## src/rtl/core/text_cell_rasterizer_unit_macros.svh

```systemverilog
// ----------------------------------------------------------------------------
// text cell rasterizer assertion macros
// concurrent assertion wrappers, compiled out when ASSERT_OFF is defined
// ----------------------------------------------------------------------------
`ifndef TEXT_CELL_RASTERIZER_UNIT_MACROS_SVH
`define TEXT_CELL_RASTERIZER_UNIT_MACROS_SVH

`ifndef ASSERT_OFF

// property must hold at every clock edge out of reset
`define TCR_ASSERT(label, clk, rstn, prop) \
  label: assert property (@(posedge clk) disable iff (!(rstn)) (prop)) \
    else $error("tcr assertion failed");

// condition must never be true out of reset
`define TCR_ASSERT_NEVER(label, clk, rstn, cond) \
  label: assert property (@(posedge clk) disable iff (!(rstn)) !(cond)) \
    else $error("tcr forbidden condition seen");

`else

`define TCR_ASSERT(label, clk, rstn, prop)
`define TCR_ASSERT_NEVER(label, clk, rstn, cond)

`endif

`endif

```

## src/rtl/core/tcr_pkg.sv

```systemverilog
// ----------------------------------------------------------------------------
// tcr_pkg
// types, constants and microcode table of the text cell rasterizer
// ----------------------------------------------------------------------------
`timescale 1ns / 1ps
`default_nettype none

package tcr_pkg;

  localparam int unsigned STEP_W = 3;

  localparam logic [11:0] CURSOR_MAX   = 12'd4095;
  localparam logic [20:0] CODE_NEWLINE = 21'd10;
  localparam logic [20:0] CODE_RETURN  = 21'd13;
  localparam logic [20:0] CODE_TAB     = 21'd9;
  localparam logic [7:0]  COVER_SET    = 8'hFF;
  localparam logic [7:0]  COVER_CLEAR  = 8'h00;

  // configuration register indexes
  localparam logic [1:0] REG_CELL_WIDTH  = 2'd0;
  localparam logic [1:0] REG_CELL_HEIGHT = 2'd1;
  localparam logic [1:0] REG_ROW_STRIDE  = 2'd2;

  // sequencer steps
  localparam logic [STEP_W-1:0] S_IDLE    = 3'd0;
  localparam logic [STEP_W-1:0] S_CLASS   = 3'd1;
  localparam logic [STEP_W-1:0] S_BASE    = 3'd2;
  localparam logic [STEP_W-1:0] S_PIX     = 3'd3;
  localparam logic [STEP_W-1:0] S_ADVANCE = 3'd4;

  typedef enum logic [2:0] {
    OP_NONE,
    OP_LOAD,
    OP_CLASS,
    OP_BASE,
    OP_PIX,
    OP_ADVANCE
  } op_e;

  typedef enum logic [1:0] {
    COND_NEVER,
    COND_ALWAYS,
    COND_CTRL,
    COND_CELL_MORE
  } cond_e;

  typedef struct packed {
    op_e               op;
    logic              wait_in;
    logic              wait_out;
    cond_e             cond;
    logic [STEP_W-1:0] target;
  } ucode_t;

  typedef struct packed {
    op_e  op;
    logic go;
  } ctrl_t;

  typedef struct packed {
    logic in_valid;
    logic out_free;
    logic is_ctrl;
    logic cell_end;
  } stat_t;

  typedef struct packed {
    logic [3:0]  cell_w;
    logic [3:0]  cell_h;
    logic [15:0] stride;
  } cfg_t;

  function automatic ucode_t tcr_ucode(input logic [STEP_W-1:0] step);
    ucode_t w;
    w = '{op: OP_NONE, wait_in: 1'b0, wait_out: 1'b0, cond: COND_ALWAYS, target: S_IDLE};
    case (step)
      S_IDLE: begin
        w = '{op: OP_LOAD, wait_in: 1'b1, wait_out: 1'b0, cond: COND_NEVER, target: S_IDLE};
      end
      S_CLASS: begin
        w = '{op: OP_CLASS, wait_in: 1'b0, wait_out: 1'b0, cond: COND_CTRL, target: S_IDLE};
      end
      S_BASE: begin
        w = '{op: OP_BASE, wait_in: 1'b0, wait_out: 1'b0, cond: COND_NEVER, target: S_IDLE};
      end
      S_PIX: begin
        w = '{op: OP_PIX, wait_in: 1'b0, wait_out: 1'b1, cond: COND_CELL_MORE,
              target: S_PIX};
      end
      S_ADVANCE: begin
        w = '{op: OP_ADVANCE, wait_in: 1'b0, wait_out: 1'b0, cond: COND_ALWAYS,
              target: S_IDLE};
      end
      default: begin
        w = '{op: OP_NONE, wait_in: 1'b0, wait_out: 1'b0, cond: COND_ALWAYS, target: S_IDLE};
      end
    endcase
    return w;
  endfunction

endpackage

`default_nettype wire

```

## src/rtl/core/tcr_in_if.sv

```systemverilog
// ----------------------------------------------------------------------------
// tcr_in_if
// character word channel: code point and glyph bitmap
// ----------------------------------------------------------------------------
`timescale 1ns / 1ps
`default_nettype none

interface tcr_in_if;
  logic        valid;
  logic        ready;
  logic        first_of_text;
  logic [20:0] code_point;
  logic [63:0] glyph_bits;

  modport source (output valid, output first_of_text, output code_point,
                  output glyph_bits, input ready);
  modport sink (input valid, input first_of_text, input code_point,
                input glyph_bits, output ready);
endinterface

`default_nettype wire

```

## src/rtl/core/tcr_out_if.sv

```systemverilog
// ----------------------------------------------------------------------------
// tcr_out_if
// pixel word channel: buffer address and coverage byte
// ----------------------------------------------------------------------------
`timescale 1ns / 1ps
`default_nettype none

interface tcr_out_if;
  logic        valid;
  logic        ready;
  logic [23:0] pixel_address;
  logic [7:0]  pixel_value;
  logic        last_pixel;

  modport source (output valid, output pixel_address, output pixel_value,
                  output last_pixel, input ready);
  modport sink (input valid, input pixel_address, input pixel_value,
                input last_pixel, output ready);
endinterface

`default_nettype wire

```

## src/rtl/core/tcr_sequencer.sv

```systemverilog
// ----------------------------------------------------------------------------
// tcr_sequencer
// step counter over the microcode table with conditional jumps and waits
// ----------------------------------------------------------------------------
`timescale 1ns / 1ps
`default_nettype none
`include "text_cell_rasterizer_unit_macros.svh"

module tcr_sequencer
  import tcr_pkg::*;
(
  input  wire        clk_i,
  input  wire        rst_ni,
  input  wire stat_t stat_i,
  output ctrl_t      ctrl_o
);

  logic [STEP_W-1:0] step_q, step_d;
  ucode_t            word;
  logic              stall;
  logic              jump;

  assign word = tcr_ucode(step_q);

  always_comb begin
    stall = (word.wait_in && !stat_i.in_valid) || (word.wait_out && !stat_i.out_free);
    case (word.cond)
      COND_NEVER:     jump = 1'b0;
      COND_ALWAYS:    jump = 1'b1;
      COND_CTRL:      jump = stat_i.is_ctrl;
      COND_CELL_MORE: jump = !stat_i.cell_end;
      default:        jump = 1'b0;
    endcase
    if (stall) begin
      step_d = step_q;
    end else if (jump) begin
      step_d = word.target;
    end else begin
      step_d = step_q + STEP_W'(1);
    end
  end

  always_ff @(posedge clk_i or negedge rst_ni) begin
    if (!rst_ni) begin
      step_q <= S_IDLE;
    end else begin
      step_q <= step_d;
    end
  end

  assign ctrl_o.op = word.op;
  assign ctrl_o.go = !stall;

  `TCR_ASSERT(a_load_then_class, clk_i, rst_ni,
    (step_q == S_IDLE && !stall) |=> (step_q == S_CLASS))
  `TCR_ASSERT_NEVER(a_step_in_range, clk_i, rst_ni, step_q > S_ADVANCE)

endmodule

`default_nettype wire

```

## src/rtl/core/tcr_datapath.sv

```systemverilog
// ----------------------------------------------------------------------------
// tcr_datapath
// cursor, cell address generation and pixel output register
// ----------------------------------------------------------------------------
`timescale 1ns / 1ps
`default_nettype none
`include "text_cell_rasterizer_unit_macros.svh"

module tcr_datapath
  import tcr_pkg::*;
#(
  parameter int unsigned TAB_COLUMNS  = 8,
  parameter int unsigned ADDRESS_BITS = 24
) (
  input  wire        clk_i,
  input  wire        rst_ni,
  input  wire cfg_t  cfg_i,
  input  wire ctrl_t ctrl_i,
  output stat_t      stat_o,
  tcr_in_if.sink     text_i,
  tcr_out_if.source  pixel_o
);

  // column / TAB_COLUMNS by reciprocal multiplication, exact for 12-bit columns
  localparam int unsigned TAB_SHIFT = 20;
  localparam logic [20:0] TAB_RECIP =
    21'(((32'd1 << TAB_SHIFT) + TAB_COLUMNS - 32'd1) / TAB_COLUMNS);

  logic [11:0]             col_q, row_q;
  logic [2:0]              x_q, y_q;
  logic                    out_valid_q;
  logic [20:0]             code_q;
  logic [63:0]             glyph_q;
  logic [14:0]             rowh_q;
  logic [ADDRESS_BITS-1:0] base_q;
  logic [23:0]             out_addr_q;
  logic [7:0]              out_value_q;
  logic                    out_last_q;

  logic [2:0]  wm1, hm1;
  logic        last_x, last_y, cell_end;
  logic        out_free, emit;
  logic        is_nl, is_ret, is_tab;
  logic [11:0] row_inc, col_inc, tab_col;
  logic [31:0] tab_prod;
  logic [11:0] tab_quo;
  logic [12:0] tab_sum;
  logic [30:0] row_prod;
  logic [31:0] base_full;
  logic        pix_bit;

  always_comb begin
    wm1       = 3'(cfg_i.cell_w - 4'd1);
    hm1       = 3'(cfg_i.cell_h - 4'd1);
    last_x    = (x_q == wm1);
    last_y    = (y_q == hm1);
    cell_end  = last_x && last_y;
    out_free  = !out_valid_q || pixel_o.ready;
    emit      = ctrl_i.go && (ctrl_i.op == OP_PIX);
    is_nl     = (code_q == CODE_NEWLINE);
    is_ret    = (code_q == CODE_RETURN);
    is_tab    = (code_q == CODE_TAB);
    row_inc   = (row_q == CURSOR_MAX) ? row_q : row_q + 12'd1;
    col_inc   = (col_q == CURSOR_MAX) ? col_q : col_q + 12'd1;
    tab_prod  = 32'(col_q) * 32'(TAB_RECIP);
    tab_quo   = tab_prod[TAB_SHIFT +: 12];
    tab_sum   = 13'((19'(tab_quo) + 19'd1) * 19'(TAB_COLUMNS));
    tab_col   = (tab_sum > 13'(CURSOR_MAX)) ? CURSOR_MAX : tab_sum[11:0];
    row_prod  = 31'(rowh_q) * 31'(cfg_i.stride);
    base_full = 32'(row_prod) + 32'(16'(col_q) * 16'(cfg_i.cell_w));
    // row 0 sits in the top byte, msb leftmost
    pix_bit   = glyph_q[{~y_q, ~x_q}];
  end

  assign stat_o.in_valid = text_i.valid;
  assign stat_o.out_free = out_free;
  assign stat_o.is_ctrl  = is_nl || is_ret || is_tab;
  assign stat_o.cell_end = cell_end;

  assign text_i.ready = (ctrl_i.op == OP_LOAD);

  always_ff @(posedge clk_i or negedge rst_ni) begin
    if (!rst_ni) begin
      col_q       <= '0;
      row_q       <= '0;
      x_q         <= '0;
      y_q         <= '0;
      out_valid_q <= 1'b0;
    end else begin
      if (emit) begin
        out_valid_q <= 1'b1;
      end else if (pixel_o.ready) begin
        out_valid_q <= 1'b0;
      end
      if (ctrl_i.go) begin
        case (ctrl_i.op)
          OP_LOAD: begin
            if (text_i.first_of_text) begin
              col_q <= '0;
              row_q <= '0;
            end
          end
          OP_CLASS: begin
            if (is_nl) begin
              col_q <= '0;
              row_q <= row_inc;
            end else if (is_tab) begin
              col_q <= tab_col;
            end
          end
          OP_BASE: begin
            x_q <= '0;
            y_q <= '0;
          end
          OP_PIX: begin
            if (last_x) begin
              x_q <= '0;
              y_q <= last_y ? 3'd0 : y_q + 3'd1;
            end else begin
              x_q <= x_q + 3'd1;
            end
          end
          OP_ADVANCE: begin
            col_q <= col_inc;
          end
          default: begin
          end
        endcase
      end
    end
  end

  always_ff @(posedge clk_i) begin
    if (ctrl_i.go) begin
      case (ctrl_i.op)
        OP_LOAD: begin
          code_q  <= text_i.code_point;
          glyph_q <= text_i.glyph_bits;
        end
        OP_CLASS: begin
          rowh_q <= 15'(16'(row_q) * 16'(cfg_i.cell_h));
        end
        OP_BASE: begin
          base_q <= base_full[ADDRESS_BITS-1:0];
        end
        OP_PIX: begin
          out_addr_q  <= 24'(base_q + ADDRESS_BITS'(x_q));
          out_value_q <= pix_bit ? COVER_SET : COVER_CLEAR;
          out_last_q  <= cell_end;
          if (last_x) begin
            base_q <= base_q + ADDRESS_BITS'(cfg_i.stride);
          end
        end
        default: begin
        end
      endcase
    end
  end

  assign pixel_o.valid         = out_valid_q;
  assign pixel_o.pixel_address = out_addr_q;
  assign pixel_o.pixel_value   = out_value_q;
  assign pixel_o.last_pixel    = out_last_q;

  `TCR_ASSERT(a_cell_wraps, clk_i, rst_ni,
    (emit && cell_end) |=> (x_q == 3'd0 && y_q == 3'd0))
  `TCR_ASSERT_NEVER(a_emit_into_full, clk_i, rst_ni, emit && !out_free)
  `TCR_ASSERT(a_column_advance, clk_i, rst_ni,
    (ctrl_i.go && ctrl_i.op == OP_ADVANCE)
      |=> (col_q == $past(col_q) + 12'd1 || col_q == CURSOR_MAX))

endmodule

`default_nettype wire

```

## src/rtl/core/text_cell_rasterizer_unit.sv

```systemverilog
// ----------------------------------------------------------------------------
// text_cell_rasterizer_unit
// monospace bitmap font character generator with a text cursor
// ----------------------------------------------------------------------------
// text_i takes one word per character: code point, glyph bitmap and a flag
// that clears the cursor to column 0 row 0 first. pixel_o gives one word per
// cell pixel: buffer address, coverage byte 255 or 0, and a flag on the last
// pixel of the cell. newline, carriage return and tab give no pixel words.
// cell_width, cell_height and row_stride are written through cfg_we_i,
// cfg_index_i and cfg_data_i; the user must write them only while the block
// is idle, the block itself does not enforce this. only cfg_data_i[3:0] is
// kept for the cell size: zero acts as 1 and values above 8 act as 8.
// a drawn character passes the load, classify, base address, pixel and
// cursor advance steps; the microcode sequencer emits one pixel per cycle
// from the pixel step while the receiver takes them. a control character
// only passes load and classify. the first pixel word follows the base step.
// the pixel output register lets the next character word be taken while the
// last pixel still waits; a stalled receiver holds the sequencer in the pixel
// step. reset clears the cursor, sets the registers to 8, 8 and 640 and
// leaves the output channel empty.
// ----------------------------------------------------------------------------
`timescale 1ns / 1ps
`default_nettype none

module text_cell_rasterizer_unit
  import tcr_pkg::*;
#(
  parameter int unsigned TAB_COLUMNS  = 8,
  parameter int unsigned ADDRESS_BITS = 24
) (
  input  wire         clk_i,
  input  wire         rst_ni,
  input  wire         cfg_we_i,
  input  wire  [1:0]  cfg_index_i,
  input  wire  [15:0] cfg_data_i,
  tcr_in_if.sink      text_i,
  tcr_out_if.source   pixel_o
);

  logic [3:0]  cell_w_q, cell_h_q;
  logic [15:0] stride_q;
  cfg_t        cfg;
  ctrl_t       ctrl;
  stat_t       stat;

  function automatic logic [3:0] clamp_cell(input logic [3:0] v);
    logic [3:0] r;
    r = v;
    if (v == 4'd0) begin
      r = 4'd1;
    end else if (v > 4'd8) begin
      r = 4'd8;
    end
    return r;
  endfunction

  always_ff @(posedge clk_i or negedge rst_ni) begin
    if (!rst_ni) begin
      cell_w_q <= 4'd8;
      cell_h_q <= 4'd8;
      stride_q <= 16'd640;
    end else if (cfg_we_i) begin
      case (cfg_index_i)
        REG_CELL_WIDTH:  cell_w_q <= cfg_data_i[3:0];
        REG_CELL_HEIGHT: cell_h_q <= cfg_data_i[3:0];
        REG_ROW_STRIDE:  stride_q <= cfg_data_i;
        default: begin
        end
      endcase
    end
  end

  assign cfg.cell_w = clamp_cell(cell_w_q);
  assign cfg.cell_h = clamp_cell(cell_h_q);
  assign cfg.stride = stride_q;

  tcr_sequencer u_sequencer (
    .clk_i  (clk_i),
    .rst_ni (rst_ni),
    .stat_i (stat),
    .ctrl_o (ctrl)
  );

  tcr_datapath #(
    .TAB_COLUMNS  (TAB_COLUMNS),
    .ADDRESS_BITS (ADDRESS_BITS)
  ) u_datapath (
    .clk_i   (clk_i),
    .rst_ni  (rst_ni),
    .cfg_i   (cfg),
    .ctrl_i  (ctrl),
    .stat_o  (stat),
    .text_i  (text_i),
    .pixel_o (pixel_o)
  );

endmodule

`default_nettype wire
```

## src/flat_wrapper.sv

```systemverilog
// flat-port wrapper written by rule: the top's interface ports become plain ports
module text_cell_rasterizer_unit_flat import tcr_pkg::*;
#(
  parameter int unsigned TAB_COLUMNS  = 8,
  parameter int unsigned ADDRESS_BITS = 24
)
  (clk_i, rst_ni, cfg_we_i, cfg_index_i, cfg_data_i, text_i_valid, text_i_first_of_text, text_i_code_point, text_i_glyph_bits, text_i_ready, pixel_o_valid, pixel_o_pixel_address, pixel_o_pixel_value, pixel_o_last_pixel, pixel_o_ready);
  tcr_in_if text_i_i ();
  tcr_out_if pixel_o_i ();
  input  wire clk_i;
  input  wire rst_ni;
  input  wire cfg_we_i;
  input  wire  [1:0] cfg_index_i;
  input  wire  [15:0] cfg_data_i;
  input wire logic [$bits(text_i_i.valid)-1:0] text_i_valid;
  input wire logic [$bits(text_i_i.first_of_text)-1:0] text_i_first_of_text;
  input wire logic [$bits(text_i_i.code_point)-1:0] text_i_code_point;
  input wire logic [$bits(text_i_i.glyph_bits)-1:0] text_i_glyph_bits;
  output wire logic [$bits(text_i_i.ready)-1:0] text_i_ready;
  output wire logic [$bits(pixel_o_i.valid)-1:0] pixel_o_valid;
  output wire logic [$bits(pixel_o_i.pixel_address)-1:0] pixel_o_pixel_address;
  output wire logic [$bits(pixel_o_i.pixel_value)-1:0] pixel_o_pixel_value;
  output wire logic [$bits(pixel_o_i.last_pixel)-1:0] pixel_o_last_pixel;
  input wire logic [$bits(pixel_o_i.ready)-1:0] pixel_o_ready;
  assign text_i_i.valid = text_i_valid;
  assign text_i_i.first_of_text = text_i_first_of_text;
  assign text_i_i.code_point = text_i_code_point;
  assign text_i_i.glyph_bits = text_i_glyph_bits;
  assign text_i_ready = text_i_i.ready;
  assign pixel_o_valid = pixel_o_i.valid;
  assign pixel_o_pixel_address = pixel_o_i.pixel_address;
  assign pixel_o_pixel_value = pixel_o_i.pixel_value;
  assign pixel_o_last_pixel = pixel_o_i.last_pixel;
  assign pixel_o_i.ready = pixel_o_ready;
  text_cell_rasterizer_unit #(.TAB_COLUMNS(TAB_COLUMNS), .ADDRESS_BITS(ADDRESS_BITS)) u_core (.clk_i(clk_i), .rst_ni(rst_ni), .cfg_we_i(cfg_we_i), .cfg_index_i(cfg_index_i), .cfg_data_i(cfg_data_i), .text_i(text_i_i), .pixel_o(pixel_o_i));
endmodule
```

## config.mk

```make
export PLATFORM = sky130hd
export DESIGN_NAME = text_cell_rasterizer_unit_flat
export DESIGN_NICKNAME = d
export VERILOG_FILES = /design/src/rtl/core/tcr_pkg.sv /design/src/rtl/core/tcr_in_if.sv /design/src/rtl/core/tcr_out_if.sv /design/src/rtl/core/tcr_sequencer.sv /design/src/rtl/core/tcr_datapath.sv /design/src/rtl/core/text_cell_rasterizer_unit.sv /design/src/flat_wrapper.sv
export VERILOG_INCLUDE_DIRS = /design/src /design/src/rtl/core
export SDC_FILE = /design/constraint.sdc
export NUM_CORES = 1
export LEC_CHECK = 0
export BUFFER_PORTS_ARGS = -buffer_cell sky130_fd_sc_hd__buf_2
export CORE_MARGIN = 2
export CORE_UTILIZATION = 33
export CTS_CLUSTER_SIZE = 12
export DETAILED_ROUTE_END_ITERATION = 7
export PLACE_DENSITY = 0.48
export SYNTH_ARGS = -nofsm -noshare
export SYNTH_HDL_FRONTEND = slang
export SYNTH_SLANG_ARGS = --single-unit
```

## constraint.sdc

```tcl
create_clock -name clk_i -period 6 [get_ports clk_i]
set_input_delay 0.3 -clock clk_i [delete_from_list [all_inputs] [get_ports clk_i]]
set_output_delay 0.3 -clock clk_i [all_outputs]
set_load 0.02 [all_outputs]
```

==> results of run 1 <==
==> critical path, cell delays in order (launching register included) <==
cell,delay (ns)
dfstp_2,0.61
nor2b_4,0.08
buf_6,0.13
and2_4,0.15
fa_2,0.37
fa_1,0.56
inv_2,0.04
fa_1,0.49
fa_1,0.55
fa_1,0.45
fa_1,0.58
inv_2,0.05
ha_4,0.21
o21a_1,0.17
o21a_1,0.19
o21ai_2,0.17
a31oi_4,0.07
o31ai_4,0.24
o21ai_2,0.10
a31oi_2,0.14
xnor2_1,0.13
o21ai_1,0.08
==> cell usage after synthesis (all sizes together) (5+ instances only) <==
master / n
nor3b: 6
a31oi: 10
and3: 18
nor4: 5
a211oi: 6
nor3: 15
o21bai: 6
and2: 147
a21o: 16
nor2: 79
a21oi: 55
nand4: 13
mux4: 21
or3: 6
o31ai: 9
o21a: 7
xnor2: 68
xor2: 26
clkbuf: 59
nand2: 229
ha: 141
o21ai: 79
buf: 16
fa: 229
nor2b: 11
edfxtp: 150
nand2b: 7
inv: 318
nand3: 22
dfrtp: 54
mux2: 29
==> what timing repair did <==
item | CTS | global route
cloned | 0 | 2
endpoints found under the setup margin | 11 | 10
pin swaps | 47 | 62
endpoints found under the hold margin | 154 | 0
setup buffers | 3 | 14
hold buffers | 99 | 0
resized for setup | 34 | 57
==> kinds of logic (layout without fill, tap and decap cells) <==
logic type / after synthesis / in the layout / synth area share (%)
adders and majority gates: 370 / 370 / 32.3
xor gates and xnor gates: 94 / 94 / 4.19
AOI/OAI and AO/OA: 215 / 215 / 6.89
DFF: 208 / 208 / 30.4
and+or+nand+nor: 573 / 574 / 14.3
muxes: 52 / 52 / 4.17
buffers and inverters: 393 / 768 / 7.72
==> per-stage QoR <==
stage / instance area (sq um) / std cells / worst slack [ns] / hold slack, ns / utilization (%)
final: 24600 / 3054 / 0.166 / 0.0499 / 41.8
after global routing: 24600 / 3054 / -0.0356 / 0.0206 / 41.8
after CTS: 24200 / 3039 / -0.0243 / 0.00783 / 41.1
after detailed placement: 22100 / 2887 / -0.404 / 0.478 / 37.6
after global placement: 22100 / 2887 / -0.260 / 0.476 / 37.6
after floorplan: 19600 / 1905 / 0.0279 / 0.00441 / -
==> registers in the layout, summed over array words and instances, names as in the netlist, 4 cells and up <==
| name | cells |
|---|---|
| u_core.stride_q | 16 |
| u_core.cell_h_q | 4 |
| u_core.u_datapath.base_q | 24 |
| u_core.u_datapath.code_q | 21 |
| u_core.u_datapath.rowh_q | 15 |
| u_core.u_datapath.glyph_q | 64 |
| u_core.cell_w_q | 4 |
| u_core.u_datapath.row_q | 12 |
| u_core.u_datapath.pixel_o.pixel_address | 24 |
| u_core.u_datapath.col_q | 12 |
==> worst min-delay path by stage <==
stage                                from                         endpoint  slack, ns  cells after the start
finish                      pixel_o_ready  u_core.u_datapath.pixel_o.valid       0.05                      3
global route                cfg_data_i[1]               u_core.stride_q[1]       0.02                      2
CTS                         cfg_data_i[2]               u_core.cell_w_q[2]      0.008                      2
detailed placement  text_i_code_point[20]     u_core.u_datapath.code_q[20]       0.48                      1
global placement     text_i_code_point[7]      u_core.u_datapath.code_q[7]       0.48                      1
floorplan                          rst_ni               u_core.cell_h_q[0]      0.004                      0
==> layout make-up <==
type	instances	area share, %
inverters	318	4.85
flip-flops and latches	208	24.3
repair buffers	400	12.4
clock inverters	15	0.707
clock buffers	35	3.08
multi-input cells	1305	50.8
well taps	773	3.93
==> layer usage <==
layer,track usage (%),share of wire [%],wire length (um),vias up
met3,1.82,2.6,1250,44
li1,-,-,-,6876
met1,22.0,47,23100,6980
met5,0,0,0,-
met2,27.6,49,23700,171
met4,2.92,1.6,774,0
==> impl_metrics.yaml, run 1 <==
clocking:
  clkLatencyLatePin_ns: 0.58
  cts-buffers-inserted: 27
  cts-root-buf: "clkbuf_16"
  clk_pin_slew_ns: 0.06
  clock-sinks: 208
  cts.path.max_buffers: 3
  cts_tree: "yes"
  htreeDepth: 1
final_layout:
  drive_gt1_share_pct: 21.2
  mostFrequentLayoutCell: "inv_1"
  fill_cells: 5681
  multi_input_area_sq_um: 12500
  layout.nets: 2739
  area_delta_synth_final_pct: 25.3
  final-seq-area_sq_um: 5970
  layout_common_cells: "inv_1, nand2_1, fa_1"
  diodes: 0
logic_synthesis:
  synth_top_area_share_pct: 23.3
  synth_area_leaders: "fa_1, edfxtp_1, ha_1, dfrtp_1, inv_1"
  syn-instance-count: 1905
  ys_seq_area_share_pct: 30.4
  yosysWarnings: 0
  syn_area_per_cell_sq_um: 10.3
  synthArstFlopShare_pct: 27.9
  ys.flop_type: "edfxtp_1"
  syn_nets: 2384
  synth_area_sq_um: 19600
  yosys.area.top_type: "fa_1"
  yosysUniqueCellTypes: 69
  synth_edf_count: 150
  synth_seq_cells: 208
critical_path:
  rr_endpoint: "u_core.u_datapath.base_q[23]"
  reg2reg_slack_ns: 0.17
  cp.required_ns: 6.32
  endpoint_kind: "flip-flop"
  cp.arrival_ns: 6.16
  crit_path_start_kind: "flip-flop"
  r2r_cells: 21
  crit_fanout: 6
  cp-startpoint: "u_core.cell_w_q[3]"
  rr_startpoint: "u_core.cell_w_q[3]"
  critPathKind: "reg -> reg"
  crit_end: "u_core.u_datapath.base_q[23]"
route:
  totalWireLength_um: 48800
  drtAntennaViolNets: 0
  drc_errors: 0
  wl_per_cell_um: 16.0
  avgViaCountPerCell: 4.61
  drtIter0Drc: 657
  dr_total_vias: 14100
  drtPass1Iterations: 4
sta:
  tightest_slew_ns: 1.14
  skew_ns: 0.0114
  fmax_mhz: 171
  slew_headroom_pct: 24.0
  period_minus_slack_ns: 5.83
  setup_viol: 0
  hold_violations: 0
  fin_tns_setup_ns: 0
  rsz0062_at_grt: "true"
  finalMaxSlewViolations: 0
  period_share_pct: 97.2
die:
  rows: 89
  io_pins: 144
  die_h_um: 248
  start_util_pct: 33.3
  die-area_sq_um: 61500
  core_sq_um: 58900
  dieWidth_um: 248
global_routing:
  grt_overflow: 0
  grt_pass1_wl_um: 78600
  grt_max_degree: 86
  antenna_found_initial: 0
  grt_pass1_vias: 15000
  gr-usage-all-layers_pct: 16.1
run_status:
  status: "finished, final reports clean"
min_path:
  min_path_type: "in -> reg"
placement:
  place.gp.congestion: 0.815
  dpl.hpwl_um: 38500
  portBuffers: 143
flow_run:
  max-cap-violations: 0
Power of run 1 is left out: the tool's default activity adds up to more than one toggle a clock period on the data nets, which glitch-free logic cannot reach.
==> inputs of run 2 (changes only) <==
--- a/config.mk
+++ b/config.mk
@@ -7,8 +7,10 @@
 export NUM_CORES = 1
 export LEC_CHECK = 0
 export BUFFER_PORTS_ARGS = -buffer_cell sky130_fd_sc_hd__buf_2
+export CAP_MARGIN = 10
 export CORE_MARGIN = 2
 export CORE_UTILIZATION = 33
+export CTS_BUF_LIST = sky130_fd_sc_hd__clkbuf_2 sky130_fd_sc_hd__clkbuf_4 sky130_fd_sc_hd__clkbuf_8
 export CTS_CLUSTER_SIZE = 12
 export DETAILED_ROUTE_END_ITERATION = 7
 export PLACE_DENSITY = 0.48
==> run 2 against run 1 <==
Highest routed layer unchanged; core utilization fell by 0.10 points; critical path type unchanged; worst hold slack improved by 0.12 ns; critical path depth fell by 1; non-clock buffer count fell by 3.
==> impl_metrics.yaml, run 2 (synthesis results as in run 1) <==
sta:
  period_share_pct: 97.2
  fin_tns_setup_ns: 0
  hold_violations: 0
  setup_viol: 0
  slew_headroom_pct: 24.6
  fmax_mhz: 171
  tightest_slew_ns: 1.13
  finalMaxSlewViolations: 0
  worst_hold_slack_ns: 0.169
  period_minus_slack_ns: 5.83
  setup_ws_ns: 0.165
  rsz0062_at_grt: "true"
  skew_ns: 0.0347
route:
  drc_errors: 0
  drtPass1Iterations: 4
  drtAntennaViolNets: 0
  wl_per_cell_um: 15.7
  drtIter0Drc: 637
  totalWireLength_um: 48300
  dr_total_vias: 14200
  avgViaCountPerCell: 4.60
critical_path:
  cp.arrival_ns: 6.20
  rr_startpoint: "u_core.stride_q[9]"
  crit_path_start_kind: "flip-flop"
  r2r_cells: 20
  crit_fanout: 4
  reg2reg_slack_ns: 0.17
  rr_endpoint: "u_core.u_datapath.base_q[23]"
  cp.required_ns: 6.37
  endpoint_kind: "flip-flop"
  critPathKind: "reg -> reg"
die:
  core_sq_um: 58900
  dieWidth_um: 248
  die-area_sq_um: 61500
  die_h_um: 248
  rows: 89
  io_pins: 144
  start_util_pct: 33.3
final_layout:
  layout.nets: 2751
  fill_cells: 5721
  layout_common_cells: "inv_1, nand2_1, fa_1"
  top_register: "u_core.u_datapath.glyph_q"
  design_area_sq_um: 24500
  area_delta_synth_final_pct: 25.0
  drive_gt1_share_pct: 21.5
  largest_register_ffs: 64
  diodes: 0
  mostFrequentLayoutCell: "inv_1"
global_routing:
  grt_pass1_wl_um: 79200
  gr-usage-all-layers_pct: 16.2
  grt_max_degree: 86
  antenna_found_initial: 0
  grt_overflow: 0
  grt_pass1_vias: 15200
min_path:
  hold_path.startpoint: "cfg_index_i[1]"
  whs_path_depth: 3
  holdPathEnd: "u_core.cell_w_q[2]"
  min_path_type: "in -> reg"
placement:
  dpl.hpwl_um: 38500
  place.gp.congestion: 0.815
  pre_cts_slack_ns: -0.404
  portBuffers: 143
  placed_area_sq_um: 22100
clocking:
  clk_pin_slew_ns: 0.06
  cts-buffers-inserted: 42
  cts_tree: "yes"
  clock-sinks: 208
  htreeDepth: 2
  cts-root-buf: "clkbuf_8"
  cts.path.max_buffers: 3
  clkLatencyLatePin_ns: 0.63
run_status:
  status: "finished, final reports clean"
flow_run:
  max-cap-violations: 0
[run 2: how the worst max path moves through the flow]
stage	start	end	slack, ns	cells past startpoint
5_1_grt	u_core.cell_w_q[3]	u_core.u_datapath.base_q[23]	-0.08	22
2_1_floorplan	u_core.cell_w_q[3]	u_core.u_datapath.base_q[23]	0.03	21
4_1_cts	u_core.cell_w_q[3]	u_core.u_datapath.base_q[23]	-0.004	22
3_5_place_dp	u_core.cell_w_q[3]	u_core.u_datapath.base_q[23]	-0.40	20
3_3_place_gp	u_core.cell_w_q[3]	u_core.u_datapath.base_q[22]	-0.26	22
6_report	u_core.stride_q[9]	u_core.u_datapath.base_q[23]	0.17	20
[run 2: per-layer routing]
metal | vias to the layer above | share of wire [%] | wire length (um) | track usage, %
met3 | 59 | 3.0 | 1430 | 2.15
li1 | 6913 | - | - | -
met4 | 0 | 1.8 | 851 | 3.73
met2 | 194 | 48 | 23200 | 27.6
met1 | 7003 | 47 | 22800 | 21.9
met5 | - | 0 | 0 | 0
[run 2: area by class of cell]
| cell class | count | area [sq um] | area share [%] |
|---|---|---|---|
| Multi-Input combinational cell | 1305 | 12400 | 50.7 |
| Sequential cell | 208 | 5970 | 24.3 |
| Timing Repair Buffer | 397 | 2970 | 12.1 |
| Inverter | 318 | 1190 | 4.86 |
| Tap cell | 773 | 967 | 3.94 |
| Clock buffer | 57 | 734 | 2.99 |
| Clock inverter | 21 | 262 | 1.07 |
[run 2: what timing repair did]
| action | CTS | global route |
|---|---|---|
| setup endpoints to repair | 11 | 10 |
| gates cloned | 1 | 0 |
| pin swaps | 40 | 35 |
| endpoints found under the hold margin | 164 | 0 |
| gates resized for setup | 31 | 42 |
| hold buffers | 103 | 0 |
| buffers inserted | 6 | 3 |
[run 2: worst max-delay path: stages, from the launching register on]
cell and delay (ns):
dfstp_2 0.56, buf_4 0.13, buf_4 0.11, nand2_1 0.06, fa_1 0.53, inv_1 0.05, fa_1 0.47, fa_1 0.55
inv_1 0.05, fa_1 0.52, fa_1 0.45, fa_1 0.56, inv_1 0.07, ha_4 0.26, a2111oi_4 0.37, a31oi_4 0.17
o31ai_4 0.23, o21ai_2 0.10, a31oi_2 0.14, xnor2_1 0.14, o21ai_1 0.07
[run 2: through the flow]
step           util [%]  instances
2_1_floorplan         -       1905
3_3_place_gp       37.6       2887
3_5_place_dp       37.6       2887
4_1_cts            41.3       3075
5_1_grt            41.7       3079
6_report           41.7       3079
Power of run 2 is left out for the same reason.
